==> config.mk <==
export PLATFORM = sky130hd
export DESIGN_NAME = base64_codec_unit
export DESIGN_NICKNAME = d
export VERILOG_FILES = /design/src/hw/rtl/b64_pkg.sv /design/src/hw/rtl/base64_codec_unit.sv /design/src/hw/rtl/b64_group.sv /design/src/hw/rtl/b64_serializer.sv
export SDC_FILE = /design/constraint.sdc
export NUM_CORES = 1
export LEC_CHECK = 0
export BUFFER_PORTS_ARGS = -buffer_cell sky130_fd_sc_hd__buf_2
export CORE_MARGIN = 2
export CORE_UTILIZATION = 35
export CTS_BUF_LIST = sky130_fd_sc_hd__clkbuf_4
export CTS_CLUSTER_SIZE = 28
export DETAILED_ROUTE_END_ITERATION = 16
export GPL_ROUTABILITY_DRIVEN = 1
export GPL_TIMING_DRIVEN = 0
export PLACE_DENSITY = 0.56
export SETUP_SLACK_MARGIN = 0.02
export SLEW_MARGIN = 10
export SYNTH_ARGS = -nofsm -noshare
export SYNTH_HDL_FRONTEND = slang
export SYNTH_SLANG_ARGS = --single-unit
==> constraint.sdc <==
create_clock -name clock -period 4.9 [get_ports clock]
set_clock_uncertainty 0.2 [all_clocks]
set_input_delay 0.735 -clock clock [delete_from_list [all_inputs] [get_ports clock]]
set_output_delay 0.735 -clock clock [all_outputs]
set_load 0.05 [all_outputs]
==> src/hw/rtl/b64_pkg.sv <==
package b64_pkg;

   // input beat: one byte or character
   typedef struct packed {
      logic [7:0] in_byte;
      logic       last_in;
   } b64_req_type;

   // result beat
   typedef struct packed {
      logic [7:0] out_byte;
      logic       last_of_run;
      logic       stream_end;
      logic [1:0] status;
   } b64_rsp_type;

   // results of one closed group, beat 0 first
   typedef struct packed {
      logic [3:0][7:0] bytes;
      logic [1:0]      last_idx;
      logic            stream_end;
      logic [1:0]      status;
   } b64_bundle_type;

   localparam logic [1:0] ST_OK       = 2'd0;
   localparam logic [1:0] ST_BAD_CHAR = 2'd1;
   localparam logic [1:0] ST_BAD_LEN  = 2'd2;

   localparam logic MODE_ENCODE = 1'b0;
   localparam logic MODE_DECODE = 1'b1;

   localparam logic REG_MODE = 1'b0;

   localparam logic [7:0] CH_UPPER_A = 8'h41;
   localparam logic [7:0] CH_UPPER_Z = 8'h5A;
   localparam logic [7:0] CH_LOWER_A = 8'h61;
   localparam logic [7:0] CH_LOWER_Z = 8'h7A;
   localparam logic [7:0] CH_DIGIT_0 = 8'h30;
   localparam logic [7:0] CH_DIGIT_9 = 8'h39;
   localparam logic [7:0] CH_PLUS    = 8'h2B;
   localparam logic [7:0] CH_SLASH   = 8'h2F;
   localparam logic [7:0] CH_PAD     = 8'h3D;

   localparam logic [6:0] SEXTET_INVALID = 7'd64;

   function automatic logic [7:0] sextet_to_char(input logic [5:0] s);
      logic [7:0] w;
      logic [7:0] c;
      w = {2'b00, s};
      if (w < 8'd26) begin
         c = CH_UPPER_A + w;
      end else if (w < 8'd52) begin
         c = CH_LOWER_A + w - 8'd26;
      end else if (w < 8'd62) begin
         c = CH_DIGIT_0 + w - 8'd52;
      end else if (w == 8'd62) begin
         c = CH_PLUS;
      end else begin
         c = CH_SLASH;
      end
      return c;
   endfunction

   // sextet value, or SEXTET_INVALID outside the alphabet
   function automatic logic [6:0] char_to_sextet(input logic [7:0] c);
      logic [7:0] v;
      v = {1'b0, SEXTET_INVALID};
      if (c >= CH_UPPER_A && c <= CH_UPPER_Z) begin
         v = c - CH_UPPER_A;
      end else if (c >= CH_LOWER_A && c <= CH_LOWER_Z) begin
         v = c - CH_LOWER_A + 8'd26;
      end else if (c >= CH_DIGIT_0 && c <= CH_DIGIT_9) begin
         v = c - CH_DIGIT_0 + 8'd52;
      end else if (c == CH_PLUS) begin
         v = 8'd62;
      end else if (c == CH_SLASH) begin
         v = 8'd63;
      end
      return v[6:0];
   endfunction

endpackage

==> src/hw/rtl/base64_codec_unit.sv <==
// the first result beat of a group shows in the cycle after the beat that closes it
// throughput: one input beat per cycle; a beat that closes a group waits only while the
//   previous group still drains, one result beat per cycle while rsp_stall is low
// reset: synchronous, active high; mode returns to encode, stream state and results clear
module base64_codec_unit (
   input  logic                 clock,
   input  logic                 reset,
   // input beats
   input  logic                 req_valid,
   output logic                 req_stall,
   input  b64_pkg::b64_req_type req_data,
   // result beats
   output logic                 rsp_valid,
   input  logic                 rsp_stall,
   output b64_pkg::b64_rsp_type rsp_data,
   // register port
   input  logic                 csr_psel,
   input  logic                 csr_penable,
   input  logic                 csr_pwrite,
   input  logic [2:0]           csr_paddr,
   input  logic [31:0]          csr_pwdata,
   output logic [31:0]          csr_prdata,
   output logic                 csr_pready
);
   import b64_pkg::*;

   logic           mode_ff, mode_in;
   logic           csr_write;
   logic           mode_write;
   logic           accept;
   logic           has_out;
   logic           free;
   logic           load;
   b64_bundle_type bundle;

   // register port: single mode register, selected when address bit 2 is zero (byte addresses 0 to 3)
   always_comb begin
      csr_pready = 1'b1;
      csr_write  = csr_psel && csr_penable && csr_pwrite;
      mode_write = csr_write && (csr_paddr[2] == REG_MODE);
      mode_in    = mode_write ? csr_pwdata[0] : mode_ff;
      csr_prdata = (csr_paddr[2] == REG_MODE) ? {31'd0, mode_ff} : 32'd0;
   end

   always_ff @(posedge clock) begin
      if (reset) begin
         mode_ff <= MODE_ENCODE;
      end else begin
         mode_ff <= mode_in;
      end
   end

   // a beat that closes a group needs the result buffer; other beats always pass
   always_comb begin
      req_stall = has_out && !free;
      accept    = req_valid && !req_stall;
      load      = accept && has_out;
   end

   // group assembly and per-group result computation
   b64_group u_group (
      .clock   (clock),
      .reset   (reset),
      .clear   (mode_write),
      .mode    (mode_ff),
      .accept  (accept),
      .req     (req_data),
      .has_out (has_out),
      .bundle  (bundle)
   );

   // result buffer, drains one beat per cycle while rsp_stall is low
   b64_serializer u_serializer (
      .clock     (clock),
      .reset     (reset),
      .load      (load),
      .bundle    (bundle),
      .free      (free),
      .rsp_valid (rsp_valid),
      .rsp_stall (rsp_stall),
      .rsp_data  (rsp_data)
   );

`ifndef NO_ASSERTIONS
   // input is only held back while results are pending
   a_stall_needs_pending: assert property (@(posedge clock) disable iff (reset)
      req_stall |-> rsp_valid)
      else $error("input stalled with no pending result");

   // end of stream always closes a run
   a_stream_end_closes_run: assert property (@(posedge clock) disable iff (reset)
      (rsp_valid && rsp_data.stream_end) |-> rsp_data.last_of_run)
      else $error("stream end without last of run");

   // error results are single beats at the end of a decode stream
   a_error_is_final: assert property (@(posedge clock) disable iff (reset)
      (rsp_valid && rsp_data.status != ST_OK) |->
         (rsp_data.stream_end && mode_ff == MODE_DECODE))
      else $error("error result not at decode stream end");

   // a beat that closes a group lands in the buffer on the next cycle
   a_load_shows_result: assert property (@(posedge clock) disable iff (reset)
      load |=> rsp_valid)
      else $error("closed group produced no result");
`endif

endmodule

==> src/hw/rtl/b64_group.sv <==
module b64_group (
   input  logic                   clock,
   input  logic                   reset,
   input  logic                   clear,
   input  logic                   mode,
   input  logic                   accept,
   input  b64_pkg::b64_req_type   req,
   output logic                   has_out,
   output b64_pkg::b64_bundle_type bundle
);
   import b64_pkg::*;

   logic [23:0] group_bits_ff, group_bits_in;
   logic [1:0]  group_count_ff, group_count_in;
   logic [1:0]  pad_marks_ff, pad_marks_in;
   logic        bad_seen_ff, bad_seen_in;

   // encode side
   logic [2:0]  enc_cnt;
   logic [23:0] enc_bits;
   logic [23:0] enc_triple;
   logic [1:0]  enc_pads;
   logic        enc_close;

   // decode side
   logic        is_pad;
   logic [6:0]  dec_sextet;
   logic        dec_bad_now;
   logic [5:0]  dec_v;
   logic [23:0] dec_bits;
   logic [1:0]  dec_pads;
   logic        dec_bad;

   always_comb begin
      enc_cnt   = {1'b0, group_count_ff} + 3'd1;
      enc_bits  = {group_bits_ff[15:0], req.in_byte};
      enc_close = (enc_cnt >= 3'd3) || req.last_in;
      case (enc_cnt)
         3'd1: begin
            enc_triple = {enc_bits[7:0], 16'h0000};
            enc_pads   = 2'd2;
         end
         3'd2: begin
            enc_triple = {enc_bits[15:0], 8'h00};
            enc_pads   = 2'd1;
         end
         default: begin
            enc_triple = enc_bits;
            enc_pads   = 2'd0;
         end
      endcase

      is_pad      = (req.in_byte == CH_PAD);
      dec_sextet  = char_to_sextet(req.in_byte);
      dec_bad_now = !is_pad && (dec_sextet == SEXTET_INVALID);
      dec_v       = (is_pad || dec_bad_now) ? 6'd0 : dec_sextet[5:0];
      dec_bits    = {group_bits_ff[17:0], dec_v};
      dec_pads    = (is_pad && group_count_ff[1]) ? pad_marks_ff + 2'd1 : pad_marks_ff;
      dec_bad     = bad_seen_ff || dec_bad_now;
   end

   always_comb begin
      has_out           = 1'b0;
      bundle.bytes      = '0;
      bundle.last_idx   = 2'd0;
      bundle.stream_end = req.last_in;
      bundle.status     = ST_OK;
      group_bits_in     = group_bits_ff;
      group_count_in    = group_count_ff;
      pad_marks_in      = pad_marks_ff;
      bad_seen_in       = bad_seen_ff;

      if (mode == MODE_ENCODE) begin
         if (enc_close) begin
            has_out         = 1'b1;
            bundle.last_idx = 2'd3;
            for (int k = 0; k < 4; k++) begin
               bundle.bytes[k] = sextet_to_char(enc_triple[23 - 6*k -: 6]);
            end
            if (enc_pads == 2'd2) begin
               bundle.bytes[2] = CH_PAD;
            end
            if (enc_pads != 2'd0) begin
               bundle.bytes[3] = CH_PAD;
            end
            group_bits_in  = '0;
            group_count_in = '0;
         end else begin
            group_bits_in  = enc_bits;
            group_count_in = enc_cnt[1:0];
         end
      end else begin
         bundle.bytes[0] = dec_bits[23:16];
         bundle.bytes[1] = dec_bits[15:8];
         bundle.bytes[2] = dec_bits[7:0];
         if (req.last_in) begin
            has_out = 1'b1;
            if (dec_bad) begin
               bundle.bytes  = '0;
               bundle.status = ST_BAD_CHAR;
            end else if (group_count_ff != 2'd3) begin
               bundle.bytes  = '0;
               bundle.status = ST_BAD_LEN;
            end else begin
               case (dec_pads)
                  2'd0:    bundle.last_idx = 2'd2;
                  2'd1:    bundle.last_idx = 2'd1;
                  default: bundle.last_idx = 2'd0;
               endcase
            end
         end else if (group_count_ff == 2'd3) begin
            has_out         = 1'b1;
            bundle.last_idx = 2'd2;
            group_bits_in   = '0;
            group_count_in  = '0;
            pad_marks_in    = '0;
            bad_seen_in     = dec_bad;
         end else begin
            group_bits_in  = dec_bits;
            group_count_in = group_count_ff + 2'd1;
            pad_marks_in   = dec_pads;
            bad_seen_in    = dec_bad;
         end
      end

      // end of stream returns everything to zero
      if (req.last_in) begin
         group_bits_in  = '0;
         group_count_in = '0;
         pad_marks_in   = '0;
         bad_seen_in    = 1'b0;
      end
   end

   always_ff @(posedge clock) begin
      if (reset || clear) begin
         group_bits_ff  <= '0;
         group_count_ff <= '0;
         pad_marks_ff   <= '0;
         bad_seen_ff    <= 1'b0;
      end else if (accept) begin
         group_bits_ff  <= group_bits_in;
         group_count_ff <= group_count_in;
         pad_marks_ff   <= pad_marks_in;
         bad_seen_ff    <= bad_seen_in;
      end
   end

endmodule

==> src/hw/rtl/b64_serializer.sv <==
module b64_serializer (
   input  logic                    clock,
   input  logic                    reset,
   input  logic                    load,
   input  b64_pkg::b64_bundle_type bundle,
   output logic                    free,
   output logic                    rsp_valid,
   input  logic                    rsp_stall,
   output b64_pkg::b64_rsp_type    rsp_data
);
   import b64_pkg::*;

   b64_bundle_type pend_ff, pend_in;
   logic           valid_ff, valid_in;
   logic [1:0]     idx_ff, idx_in;
   logic           take;
   logic           done;

   always_comb begin
      take = valid_ff && !rsp_stall;
      done = take && (idx_ff == pend_ff.last_idx);
      free = !valid_ff || done;

      pend_in  = pend_ff;
      valid_in = valid_ff;
      idx_in   = idx_ff;
      if (load) begin
         pend_in  = bundle;
         valid_in = 1'b1;
         idx_in   = 2'd0;
      end else if (done) begin
         valid_in = 1'b0;
      end else if (take) begin
         idx_in = idx_ff + 2'd1;
      end

      rsp_valid            = valid_ff;
      rsp_data.out_byte    = pend_ff.bytes[idx_ff];
      rsp_data.last_of_run = (idx_ff == pend_ff.last_idx);
      rsp_data.stream_end  = (idx_ff == pend_ff.last_idx) && pend_ff.stream_end;
      rsp_data.status      = pend_ff.status;
   end

   always_ff @(posedge clock) begin
      pend_ff <= pend_in;
      if (reset) begin
         valid_ff <= 1'b0;
         idx_ff   <= '0;
      end else begin
         valid_ff <= valid_in;
         idx_ff   <= idx_in;
      end
   end

endmodule
==> metrics.txt, run 1 <==
crit path buf inv count=5; die span in y=about 140 µm; average cell area after synthesis=8.459 µm²; total global routing track utilization=0.2027; leading register cell type out of synthesis=sky130_fd_sc_hd__edfxtp_1; Worst Reg-to-Reg Cells=14; setup repair after global routing missed its margin=no; pin count of the biggest net entering global routing=25; DRT Wirelength=20180 µm; Synth area leader=sky130_fd_sc_hd__edfxtp_1; final non-filler cell total=between 1000 and 1500; starting utilization of the core area=0.3602; type of origin of the critical path=register; share of total power consumed by net switching=0.3690; instance count after placement with tap cells included=1060; number of warnings reported in the yosys synthesis log=0; number of routed nets with antenna violations=0; Worst Tran Pin Value=0.7183 ns; destination of the worst hold path=u_serializer.pend_ff[2]; buffer levels on the longest clock path=2; post-place instance area=0.007098 mm²; Resized Gates After CTS=0; number of top-level design ports=98; Reg clk slew, reported paths=0.12 ns; Flop pwr share=0.398; cell types with the largest area share after synthesis=sky130_fd_sc_hd__edfxtp_1, sky130_fd_sc_hd__ha_1, sky130_fd_sc_hd__dfxtp_1, sky130_fd_sc_hd__a21oi_1, sky130_fd_sc_hd__buf_4; Slowest cell on crit path=sky130_fd_sc_hd__o41ai_1; GP Congestion=about 0.9; part of the total power dissipated in combinational logic=0.316; hold_buf cts=0; worst setup path class=reg -> reg; vias per inst=5.585; net switching power figure=0.0005647 W; Peak VDD IR=roughly 0.00011 V; # clock sinks=64; clock root cell=sky130_fd_sc_hd__clkbuf_4; EDFF count, synth=37; number of slew-limit violations in the final report=0; flip-flop and latch count after synthesis=64; Post-DP HPWL=15540 µm; die area=slightly below 0.02 mm²; relative contribution of the clock network to total power=0.286; Tightest Hold Check Type=in -> reg; setup slack of the most critical reg-to-reg path=0.80 ns; fill count=1841; proportion of register bits with asynchronous set or reset after synthesis=0; share of the synthesized area in the top cell type=0.1706; number of buffers added for setup after CTS=0; final hold violation count=0; cell depth of the worst min-delay path=1; share of the yosys chip area belonging to registers=0.2536; Maximum Capacitance Violations=0; worst slack after detailed placement=0.9002 ns; Crit path required time=4.88 ns; crit path DAT=4.08 ns; critical path's top delay family=buffers and inverters; biggest cell delay along the critical path=0.46 ns; Final Critical Period=approximately 4.1 ns; post-route fraction of the period consumed by the critical path=0.8372; Hold WS=0.3086 ns; ordered cell list for the critical path=inv_1 > ha_1 > nor2_2 > buf_4 > buf_2 > nand2_1 > inv_1 > ha_1 > nor4bb_1 > o21ai_1 > and2_1 > clkbuf_1 > o41ai_1 > a21oi_1; startpoint of the most critical register-to-register path=u_group.group_count_ff[1]; post-synthesis cell type count=87; result of the run=finished, final reports clean; setup tns final=0 ns; placeable core region=0.01809 mm²; Remaining Overflow, GRT=0; crit end category=register; Num CTS Buffers=9; Layout Area Growth over Synthesis=11.60%; share of layout cells above drive strength 1=0.1818; endpoints failing setup=0; CTS tree=yes; Final #Nets=about 950; power per unit of standard cell area=210.5 mW/mm²; first-pass GRT wire length=31150 µm; post-DR wirelength/cell=18.73 µm; final instance area=0.007269 mm²; worst max-slew margin expressed relative to the limit=0.5211; DRC violations left=0; Worst Path Max Fanout=10; placement row count=49; cell leakage power=2.911 nW; first-pass detailed-route iteration total=5; Starting DRT DRC Count=624; x dimension of the die=140.4 µm; Clk Latency, worst-skew pair=0.45 ns; Syn Std Cell Area=between 0.006 and 0.007 mm²; Worst Min Path Start=req_data[0]; vias in the first global route=5453; Mapped Cells=770; highest achievable clock rate=243.8 MHz; WP depth=14; count of H-tree levels built during CTS=3; final worst setup slack=0.7975 ns; IO buf count=30; antenna violations before repair=1; internal power=roughly 0.00097 W; via count=approximately 6000; reg2reg end=u_serializer.pend_ff[31]
-- kinds of logic (layout without fill, tap and decap cells) --
| kind of cell | count (synthesis) | in the layout | synth area share |
|---|---|---|---|
| and+or+nand+nor | 253 | 253 | 0.2055 |
| AOI/OAI and AO/OA | 243 | 243 | 0.2660 |
| buffers and inverters | 116 | 163 | 0.1012 |
| DFF | 64 | 64 | 0.2536 |
| adders and majority gates | 53 | 53 | 0.1018 |
| xor gates and xnor gates | 25 | 25 | 0.03362 |
| muxes | 14 | 14 | 0.03707 |
| other | 2 | 33 | 0.001153 |
-- metrics by stage --
step	util	total power, W
6_report	0.4019	0.001531
3_3_place_gp	0.3905	0.001094
4_1_cts	0.4018	0.001532
3_5_place_dp	0.3925	0.001097
2_1_floorplan	-	0.0009798
5_1_grt	0.4019	0.001601
-- cells in the mapped netlist (4+ instances only) --
master,n
sky130_fd_sc_hd__a211oi_1,10
sky130_fd_sc_hd__a21o_1,7
sky130_fd_sc_hd__a21oi_1,60
sky130_fd_sc_hd__a21oi_2,4
sky130_fd_sc_hd__a221o_1,5
sky130_fd_sc_hd__a22o_1,12
sky130_fd_sc_hd__a31o_2,5
sky130_fd_sc_hd__a31oi_1,10
sky130_fd_sc_hd__a32o_1,6
sky130_fd_sc_hd__and2_1,8
sky130_fd_sc_hd__and3_1,5
sky130_fd_sc_hd__buf_1,4
sky130_fd_sc_hd__buf_2,11
sky130_fd_sc_hd__buf_4,38
sky130_fd_sc_hd__buf_6,9
sky130_fd_sc_hd__clkbuf_1,19
sky130_fd_sc_hd__dfxtp_1,27
sky130_fd_sc_hd__edfxtp_1,37
sky130_fd_sc_hd__ha_1,53
sky130_fd_sc_hd__inv_1,27
sky130_fd_sc_hd__inv_2,7
sky130_fd_sc_hd__mux2i_1,5
sky130_fd_sc_hd__mux4_2,8
sky130_fd_sc_hd__nand2_1,69
sky130_fd_sc_hd__nand2b_1,16
sky130_fd_sc_hd__nand3_1,19
sky130_fd_sc_hd__nand4_1,4
sky130_fd_sc_hd__nor2_1,53
sky130_fd_sc_hd__nor2b_1,10
sky130_fd_sc_hd__nor3_1,28
sky130_fd_sc_hd__nor3b_1,17
sky130_fd_sc_hd__o211ai_1,8
sky130_fd_sc_hd__o21a_1,6
sky130_fd_sc_hd__o21ai_0,45
sky130_fd_sc_hd__o21ai_1,9
sky130_fd_sc_hd__o22ai_1,7
sky130_fd_sc_hd__xnor2_1,18
sky130_fd_sc_hd__xor2_1,7
-- cells in the final DEF (no fill, tap or decap), types with 18 or more instances in the layout --
cell and instances:
sky130_fd_sc_hd__edfxtp_1 37, sky130_fd_sc_hd__nor3_1 28, sky130_fd_sc_hd__nand2_1 69, sky130_fd_sc_hd__buf_4 38
sky130_fd_sc_hd__nor2_1 52, sky130_fd_sc_hd__dfxtp_1 27, sky130_fd_sc_hd__inv_1 27, sky130_fd_sc_hd__buf_2 41
sky130_fd_sc_hd__a21oi_1 60, sky130_fd_sc_hd__o21ai_0 45, sky130_fd_sc_hd__xnor2_1 18, sky130_fd_sc_hd__clkbuf_1 19
sky130_fd_sc_hd__conb_1 32, sky130_fd_sc_hd__nand3_1 19, sky130_fd_sc_hd__ha_1 53
-- area by class of cell --
class | instances | area, µm² | share of cell area
Timing Repair Buffer | 31 | 177.7 | 0.02444
Inverter | 35 | 131.4 | 0.01807
Clock inverter | 7 | 101.3 | 0.01394
Antenna cell | 1 | 2.502 | 0.0003442
Buffer | 81 | 528.0 | 0.07263
Tap cell | 229 | 286.5 | 0.03941
Clock buffer | 9 | 67.56 | 0.009294
Sequential cell | 64 | 1652 | 0.2272
Multi-Input combinational cell | 620 | 4323 | 0.5947
-- routing by layer --
| metal | up-vias | GRT usage | routed length, µm |
|---|---|---|---|
| met5 | - | 0 | 0 |
| met4 | 0 | 0.04944 | 310 |
| met3 | 18 | 0.02735 | 1345 |
| met2 | 244 | 0.3086 | 8913 |
| met1 | 2841 | 0.3025 | 9607 |
| li1 | 2912 | - | - |
-- sequential cells by signal (all words and copies together) (netlist names) --
signal,cells
mode_ff,1
u_group.group_bits_ff,18
u_group.bad_seen_ff,1
u_serializer.rsp_valid,1
u_serializer.pend_ff,35
u_serializer.idx_ff,2
u_group.pad_marks_ff,2
u_serializer.rsp_data,2
u_group.group_count_ff,2
-- power groups by stage --
stage / Clock (W) / Sequential (W) / Combinational (W)
after floorplan: 0 / 0.000615 / 0.000365
after global placement: 0 / 0.000622 / 0.000473
after detailed placement: 0 / 0.000621 / 0.000476
after CTS: 0.000445 / 0.000609 / 0.000478
after global routing: 0.000468 / 0.000610 / 0.000523
final: 0.000438 / 0.000609 / 0.000484
-- worst max path at each step --
stage / from / end
floorplan: req_data[0] / u_serializer.pend_ff[10]
global placement: req_data[0] / u_serializer.pend_ff[11]
detailed placement: u_group.group_count_ff[1] / u_serializer.pend_ff[31]
CTS: u_group.group_count_ff[1] / u_serializer.pend_ff[31]
global route: u_group.group_count_ff[1] / u_serializer.pend_ff[26]
finish: u_group.group_count_ff[1] / u_serializer.pend_ff[31]
No activity file was read; power rests on OpenSTA's default activity.
==> run 2: changes to the inputs <==
Settings changed: PLACE_DENSITY 0.56 to 0.58.
Clock period 4.9 ns to 3.7 ns, I/O delays scaled along.
==> metrics.txt, run 2 (synthesis results as in run 1) <==
final hold violation count=0; Peak VDD IR=between 0.0001 and 0.00015 V; starting utilization of the core area=0.3602; Tightest Hold Check Type=in -> reg; CTS tree=yes; DRC violations left=0; most frequent cells in the layout=sky130_fd_sc_hd__nand2_1, sky130_fd_sc_hd__a21oi_1, sky130_fd_sc_hd__nor2_1; cell leakage power=2.951 nW; first-pass detailed-route iteration total=5; first-pass GRT wire length=31090 µm; Reg clk slew, reported paths=0.12 ns; Num CTS Buffers=9; worst setup path class=reg -> reg; Remaining Overflow, GRT=0; count of H-tree levels built during CTS=3; leading cell type in the layout, fill and taps excluded=sky130_fd_sc_hd__nand2_1; Worst Reg-to-Reg Cells=15; die span in y=140.4 µm; setup repair after global routing missed its margin=yes; Maximum Capacitance Violations=0; result of the run=finished, final reports clean; type of origin of the critical path=register; number of top-level design ports=98; final non-filler cell total=approximately 1100; total global routing track utilization=0.2008; die area=0.01972 mm²; vias per inst=around 5.6; Final Critical Period=3.605 ns; clock root cell=sky130_fd_sc_hd__clkbuf_4; Final #Nets=947; DRT Wirelength=20020 µm; number of slew-limit violations in the final report=0; antenna violations before repair=1; Post-DP HPWL=roughly 15000 µm; share of layout cells above drive strength 1=0.2123; crit path DAT=3.62 ns; highest achievable clock rate=~280 MHz; placement row count=49; placeable core region=0.01809 mm²; Worst Tran Pin Value=between 0.7 and 0.8 ns; vias in the first global route=5500; Worst Path Max Fanout=10; ant diodes=0; Largest register FFs=35; setup tns final=0 ns; x dimension of the die=140.4 µm; fill count=about 1800; Layout Area Growth over Synthesis=14.10%; buffer levels on the longest clock path=2; IO buf count=30; Top reg by flops=u_serializer.pend_ff; crit end category=register; post-DR wirelength/cell=18.59 µm; layer with the highest usage=met2; Clk Latency, worst-skew pair=0.44 ns; cell depth of the worst min-delay path=2; endpoints failing setup=0; Crit path required time=roughly 3.7 ns; met1 track demand over resource in global routing=0.2890; number of routed nets with antenna violations=0; # clock sinks=64; via count=6044; power per unit of standard cell area=275.0 mW/mm²; GP Congestion=0.9130; met2 GRT Util=0.3127; Starting DRT DRC Count=721; met3 routing resource usage after global routing=0.03214; Top Registers=u_serializer.pend_ff: 35 flops, u_group.group_bits_ff: 18 flops; instance count after placement with tap cells included=between 1000 and 1500; hold_buf cts=0; pin count of the biggest net entering global routing=25; post-route fraction of the period consumed by the critical path=0.9742; worst max-slew margin expressed relative to the limit=0.4863
run 2: cell count changes in the layout (fill, tap and decap cells not counted), sizes merged:
cell,previous run,this run
clkinvlp,2,1
diode,1,0
buf,93,94
clkinv,1,2
run 2: metrics by stage:
stage            util  total power, W  setup WS, ns  hold WS, ns  instance area, µm²
2_1_floorplan       -        0.001297        0.4474       0.2568                6629
6_report       0.4109        0.002044       0.09533       0.1266                7432
3_5_place_dp   0.3925        0.001452       -0.2284       0.2902                7098
3_3_place_gp   0.3907        0.001446       -0.2869       0.2768                7066
5_1_grt        0.4109        0.002136      0.001845       0.1136                7432
4_1_cts        0.4058        0.002029       0.04660       0.1164                7340
run 2: worst max-delay path: stages (launching register included):
cell	delay, ns
sky130_fd_sc_hd__dfxtp_2	0.37
sky130_fd_sc_hd__inv_1	0.14
sky130_fd_sc_hd__ha_1	0.19
sky130_fd_sc_hd__buf_6	0.18
sky130_fd_sc_hd__buf_6	0.17
sky130_fd_sc_hd__clkbuf_4	0.22
sky130_fd_sc_hd__nor3b_1	0.07
sky130_fd_sc_hd__a21oi_2	0.16
sky130_fd_sc_hd__inv_1	0.11
sky130_fd_sc_hd__ha_1	0.24
sky130_fd_sc_hd__a22o_1	0.28
sky130_fd_sc_hd__a211oi_4	0.32
sky130_fd_sc_hd__nor2_1	0.13
sky130_fd_sc_hd__nand2_1	0.09
sky130_fd_sc_hd__o22ai_1	0.14
sky130_fd_sc_hd__o31ai_2	0.35
run 2: path summary, 6_finish.rpt:
check	start	to	slack, ns
worst max-delay path	u_group.group_count_ff[1]	u_serializer.pend_ff[26]	0.1
worst min-delay path	reset	mode_ff	0.13
worst max register to register	u_group.group_count_ff[1]	u_serializer.pend_ff[26]	0.1
worst min register to register	u_group.pad_marks_ff[1]	u_group.pad_marks_ff[1]	0.32
run 2: what timing repair did:
item	CTS	global route
gates cloned	0	0
setup endpoints to repair	13	20
gates resized for setup	14	25
setup buffers	1	1
pin swaps	0	1
run 2: cell type report:
| class | count | area (µm²) | share of cell area |
|---|---|---|---|
| Multi-Input combinational cell | 620 | 4457 | 0.5997 |
| Sequential cell | 64 | 1653 | 0.2224 |
| Buffer | 80 | 541.8 | 0.07290 |
| Tap cell | 229 | 286.5 | 0.03855 |
| Timing Repair Buffer | 33 | 192.7 | 0.02593 |
| Inverter | 35 | 131.4 | 0.01768 |
| Clock inverter | 7 | 102.6 | 0.01380 |
| Clock buffer | 9 | 67.56 | 0.009091 |
run 2: power by group:
part,switching (W),internal [W],total [W]
clock network,0.000299,0.000282,0.000580
registers,0.0000198,0.000786,0.000805
logic,0.000436,0.000222,0.000659
total,0.000755,0.00129,0.00204
run 2: per-layer routing:
layer  up-vias  routed length, µm  part of all wire
met3        36               1389             0.069
met5         -                 13           0.00065
met2       247               8686              0.43
met4         2                382             0.019
li1       2912                  -                 -
met1      2847               9550              0.48
==> run 3: changes to the inputs <==
Settings changed: ABC_AREA set to 1.
==> metrics.txt, run 3 <==
Reg clk slew, reported paths=between 0.1 and 0.15 ns; setup tns final=0 ns; buffer levels on the longest clock path=2; type of origin of the critical path=register; startpoint of the most critical register-to-register path=u_group.group_count_ff[0]; Worst Reg-to-Reg Cells=15; Layout Area Growth over Synthesis=11.62%; cell types with the largest area share after synthesis=sky130_fd_sc_hd__edfxtp_1, sky130_fd_sc_hd__nand2_1, sky130_fd_sc_hd__ha_1, sky130_fd_sc_hd__dfxtp_1, sky130_fd_sc_hd__inv_1; post-route fraction of the period consumed by the critical path=0.9395; clock root cell=sky130_fd_sc_hd__clkbuf_4; Peak VDD IR=just over 0.0001 V; area of the multi-input gates=0.004119 mm²; Top reg by flops=u_serializer.pend_ff; DRT Wirelength=~20000 µm; Hold WS=0.1464 ns; post-place instance area=~0.0071 mm²; ant diodes=0; starting utilization of the core area=0.3535; x dimension of the die=140.8 µm; vias per inst=5.065; GP Congestion=approximately 0.9; CTS tree=yes; Tightest Hold Check Type=in -> reg; setup repair after global routing missed its margin=yes; average cell area after synthesis=6.742 µm²; count of H-tree levels built during CTS=3; biggest cell delay along the critical path=approximately 0.45 ns; die area=0.01981 mm²; Slowest cell on crit path=sky130_fd_sc_hd__o311ai_0; DRC violations left=1; Crit path required time=~3.6 ns; Synth area leader=sky130_fd_sc_hd__edfxtp_1; Worst Min Path Start=req_data[0]; crit end category=register; Syn Std Cell Area=0.006546 mm²; placement row count=50; share of the synthesized area in the top cell type=0.1697; Maximum Capacitance Violations=0; fill count=1983; worst max-slew margin expressed relative to the limit=0.4938; Post-DP HPWL=15400 µm; Final Critical Period=3.476 ns; final instance area=0.007307 mm²; placeable core region=about 0.019 mm²; result of the run=finished with violations; die span in y=around 140 µm; cell leakage power=3.479 nW; Starting DRT DRC Count=between 400 and 500; number of warnings reported in the yosys synthesis log=0; flip-flop and latch count after synthesis=64; pin count of the biggest net entering global routing=39; sequential cell area=0.001652 mm²; ordered cell list for the critical path=inv_1 > ha_1 > inv_2 > nand2_4 > buf_6 > o21ai_4 > inv_1 > ha_1 > nand2_1 > nand2_1 > nand2_1 > nand2_1 > buf_2 > o311ai_0 > nand2_1; Top Registers=u_serializer.pend_ff: 35 flops, u_group.group_bits_ff: 18 flops; number of top-level design ports=98; most frequently used cell type in the post-synthesis netlist=sky130_fd_sc_hd__nand2_1; cell depth of the worst min-delay path=1; violations in the final reports=DRC; critical path's top delay family=buffers and inverters; destination of the worst hold path=u_serializer.pend_ff[2]; Final #Nets=1148; total global routing track utilization=0.2010; Mapped Cells=971; crit path buf inv count=5; post-DR wirelength/cell=15.47 µm; Largest register FFs=35; crit path DAT=3.41 ns; share of the yosys chip area belonging to registers=0.2523; first-pass GRT wire length=31700 µm; EDFF count, synth=37; first-pass detailed-route iteration total=13; number of routed nets with antenna violations=0; leading cell type in the layout, fill and taps excluded=sky130_fd_sc_hd__nand2_1; leading register cell type out of synthesis=sky130_fd_sc_hd__edfxtp_1; proportion of register bits with asynchronous set or reset after synthesis=0; # clock sinks=64; final hold violation count=0; Synth top cells by count=sky130_fd_sc_hd__nand2_1, sky130_fd_sc_hd__inv_1, sky130_fd_sc_hd__nor2_1; power per unit of standard cell area=312.5 mW/mm²; number of slew-limit violations in the final report=0; antenna violations before repair=0; endpoints failing setup=0; highest achievable clock rate=287.7 MHz; Clk Latency, worst-skew pair=~0.42 ns; vias in the first global route=5937; Worst Tran Pin Value=around 0.76 ns; share of layout cells above drive strength 1=0.1535; most numerous cell on the critical path=sky130_fd_sc_hd__nand2_1; reg2reg end=u_serializer.pend_ff[15]; Remaining Overflow, GRT=0; worst setup path class=reg -> reg; IO buf count=30; most frequent cells in the layout=sky130_fd_sc_hd__nand2_1, sky130_fd_sc_hd__inv_1, sky130_fd_sc_hd__nor2_1; Worst Path Max Fanout=10; Num CTS Buffers=9; setup slack of the most critical reg-to-reg path=0.22 ns; post-synthesis cell type count=50; via count=between 6000 and 7000
run 3: cell types whose count changed after synthesis, sizes merged, moves of 20 or more:
cell	before	now
inv	34	139
nand2	69	228
nand3	19	50
nor2	55	108
nor3	29	9
o21ai	55	87
run 3: metal layers:
| layer | wire length [µm] | vias to the layer above | GRT usage |
|---|---|---|---|
| met5 | 0 | - | 0 |
| met4 | 384 | 0 | 0.05105 |
| met3 | 1101 | 28 | 0.02106 |
| met2 | 9137 | 208 | 0.3325 |
| met1 | 9224 | 2977 | 0.2814 |
| li1 | - | 3286 | - |
run 3: where the power goes:
| group | leakage [nW] | total [W] | internal [W] | switching, W |
|---|---|---|---|---|
| Clock | 0.0637 | 0.000416 | 0.000138 | 0.000278 |
| Combinational | 2.84 | 0.00100 | 0.000291 | 0.000711 |
| Sequential | 0.575 | 0.000866 | 0.000829 | 0.0000363 |
| Total | 3.48 | 0.00228 | 0.00126 | 0.00103 |
run 3: layout make-up:
cell class | instances | share of cell area
Buffer | 64 | 0.05993
Clock buffer | 9 | 0.009247
Clock inverter | 7 | 0.006507
Inverter | 140 | 0.07192
Multi-Input combinational cell | 733 | 0.5637
Sequential cell | 64 | 0.2260
Tap cell | 234 | 0.04007
Timing Repair Buffer | 32 | 0.02260
run 3: how the worst max path moves through the flow:
stage,startpoint,depth (start not counted),to,slack [ns]
final,u_group.group_count_ff[0],15,u_serializer.pend_ff[15],0.22
after global routing,u_group.group_count_ff[0],15,u_serializer.pend_ff[15],0.02
after CTS,u_group.group_count_ff[1],14,u_serializer.pend_ff[23],0.05
after detailed placement,u_group.group_count_ff[1],12,u_serializer.pend_ff[16],0.06
after global placement,req_data[0],11,u_serializer.pend_ff[7],0.01
after floorplan,u_group.group_count_ff[1],16,u_serializer.pend_ff[11],0.76
run 3: repair_timing:
item / in CTS / in global routing
gates resized for setup: 1 / 20
setup endpoints to repair: 2 / 18
pin swaps: 0 / 1
setup buffers: 0 / 2
endpoints found under the hold margin: 0 / 0
hold buffers: 0 / 0
run 3: through the flow:
step                      instances  utilization  power [W]  setup WS [ns]
after floorplan                1001            -   0.001610         0.7631
after global placement         1265       0.3835   0.001851        0.01035
after detailed placement       1265       0.3835   0.001853        0.05789
after CTS                      1281       0.3901   0.002262        0.05477
after global routing           1283       0.3946   0.002430        0.02282
final                          1283       0.3946   0.002284         0.2239
run 3: cell families after synthesis:
logic type                 Yosys count  share of synthesized area
and+or+nand+nor                    411                     0.2661
AOI/OAI and AO/OA                  218                     0.2072
xor gates and xnor gates            19                    0.02542
adders and majority gates           53                     0.1013
other                                2                   0.001147
buffers and inverters              204                     0.1466
DFF                                 64                     0.2523
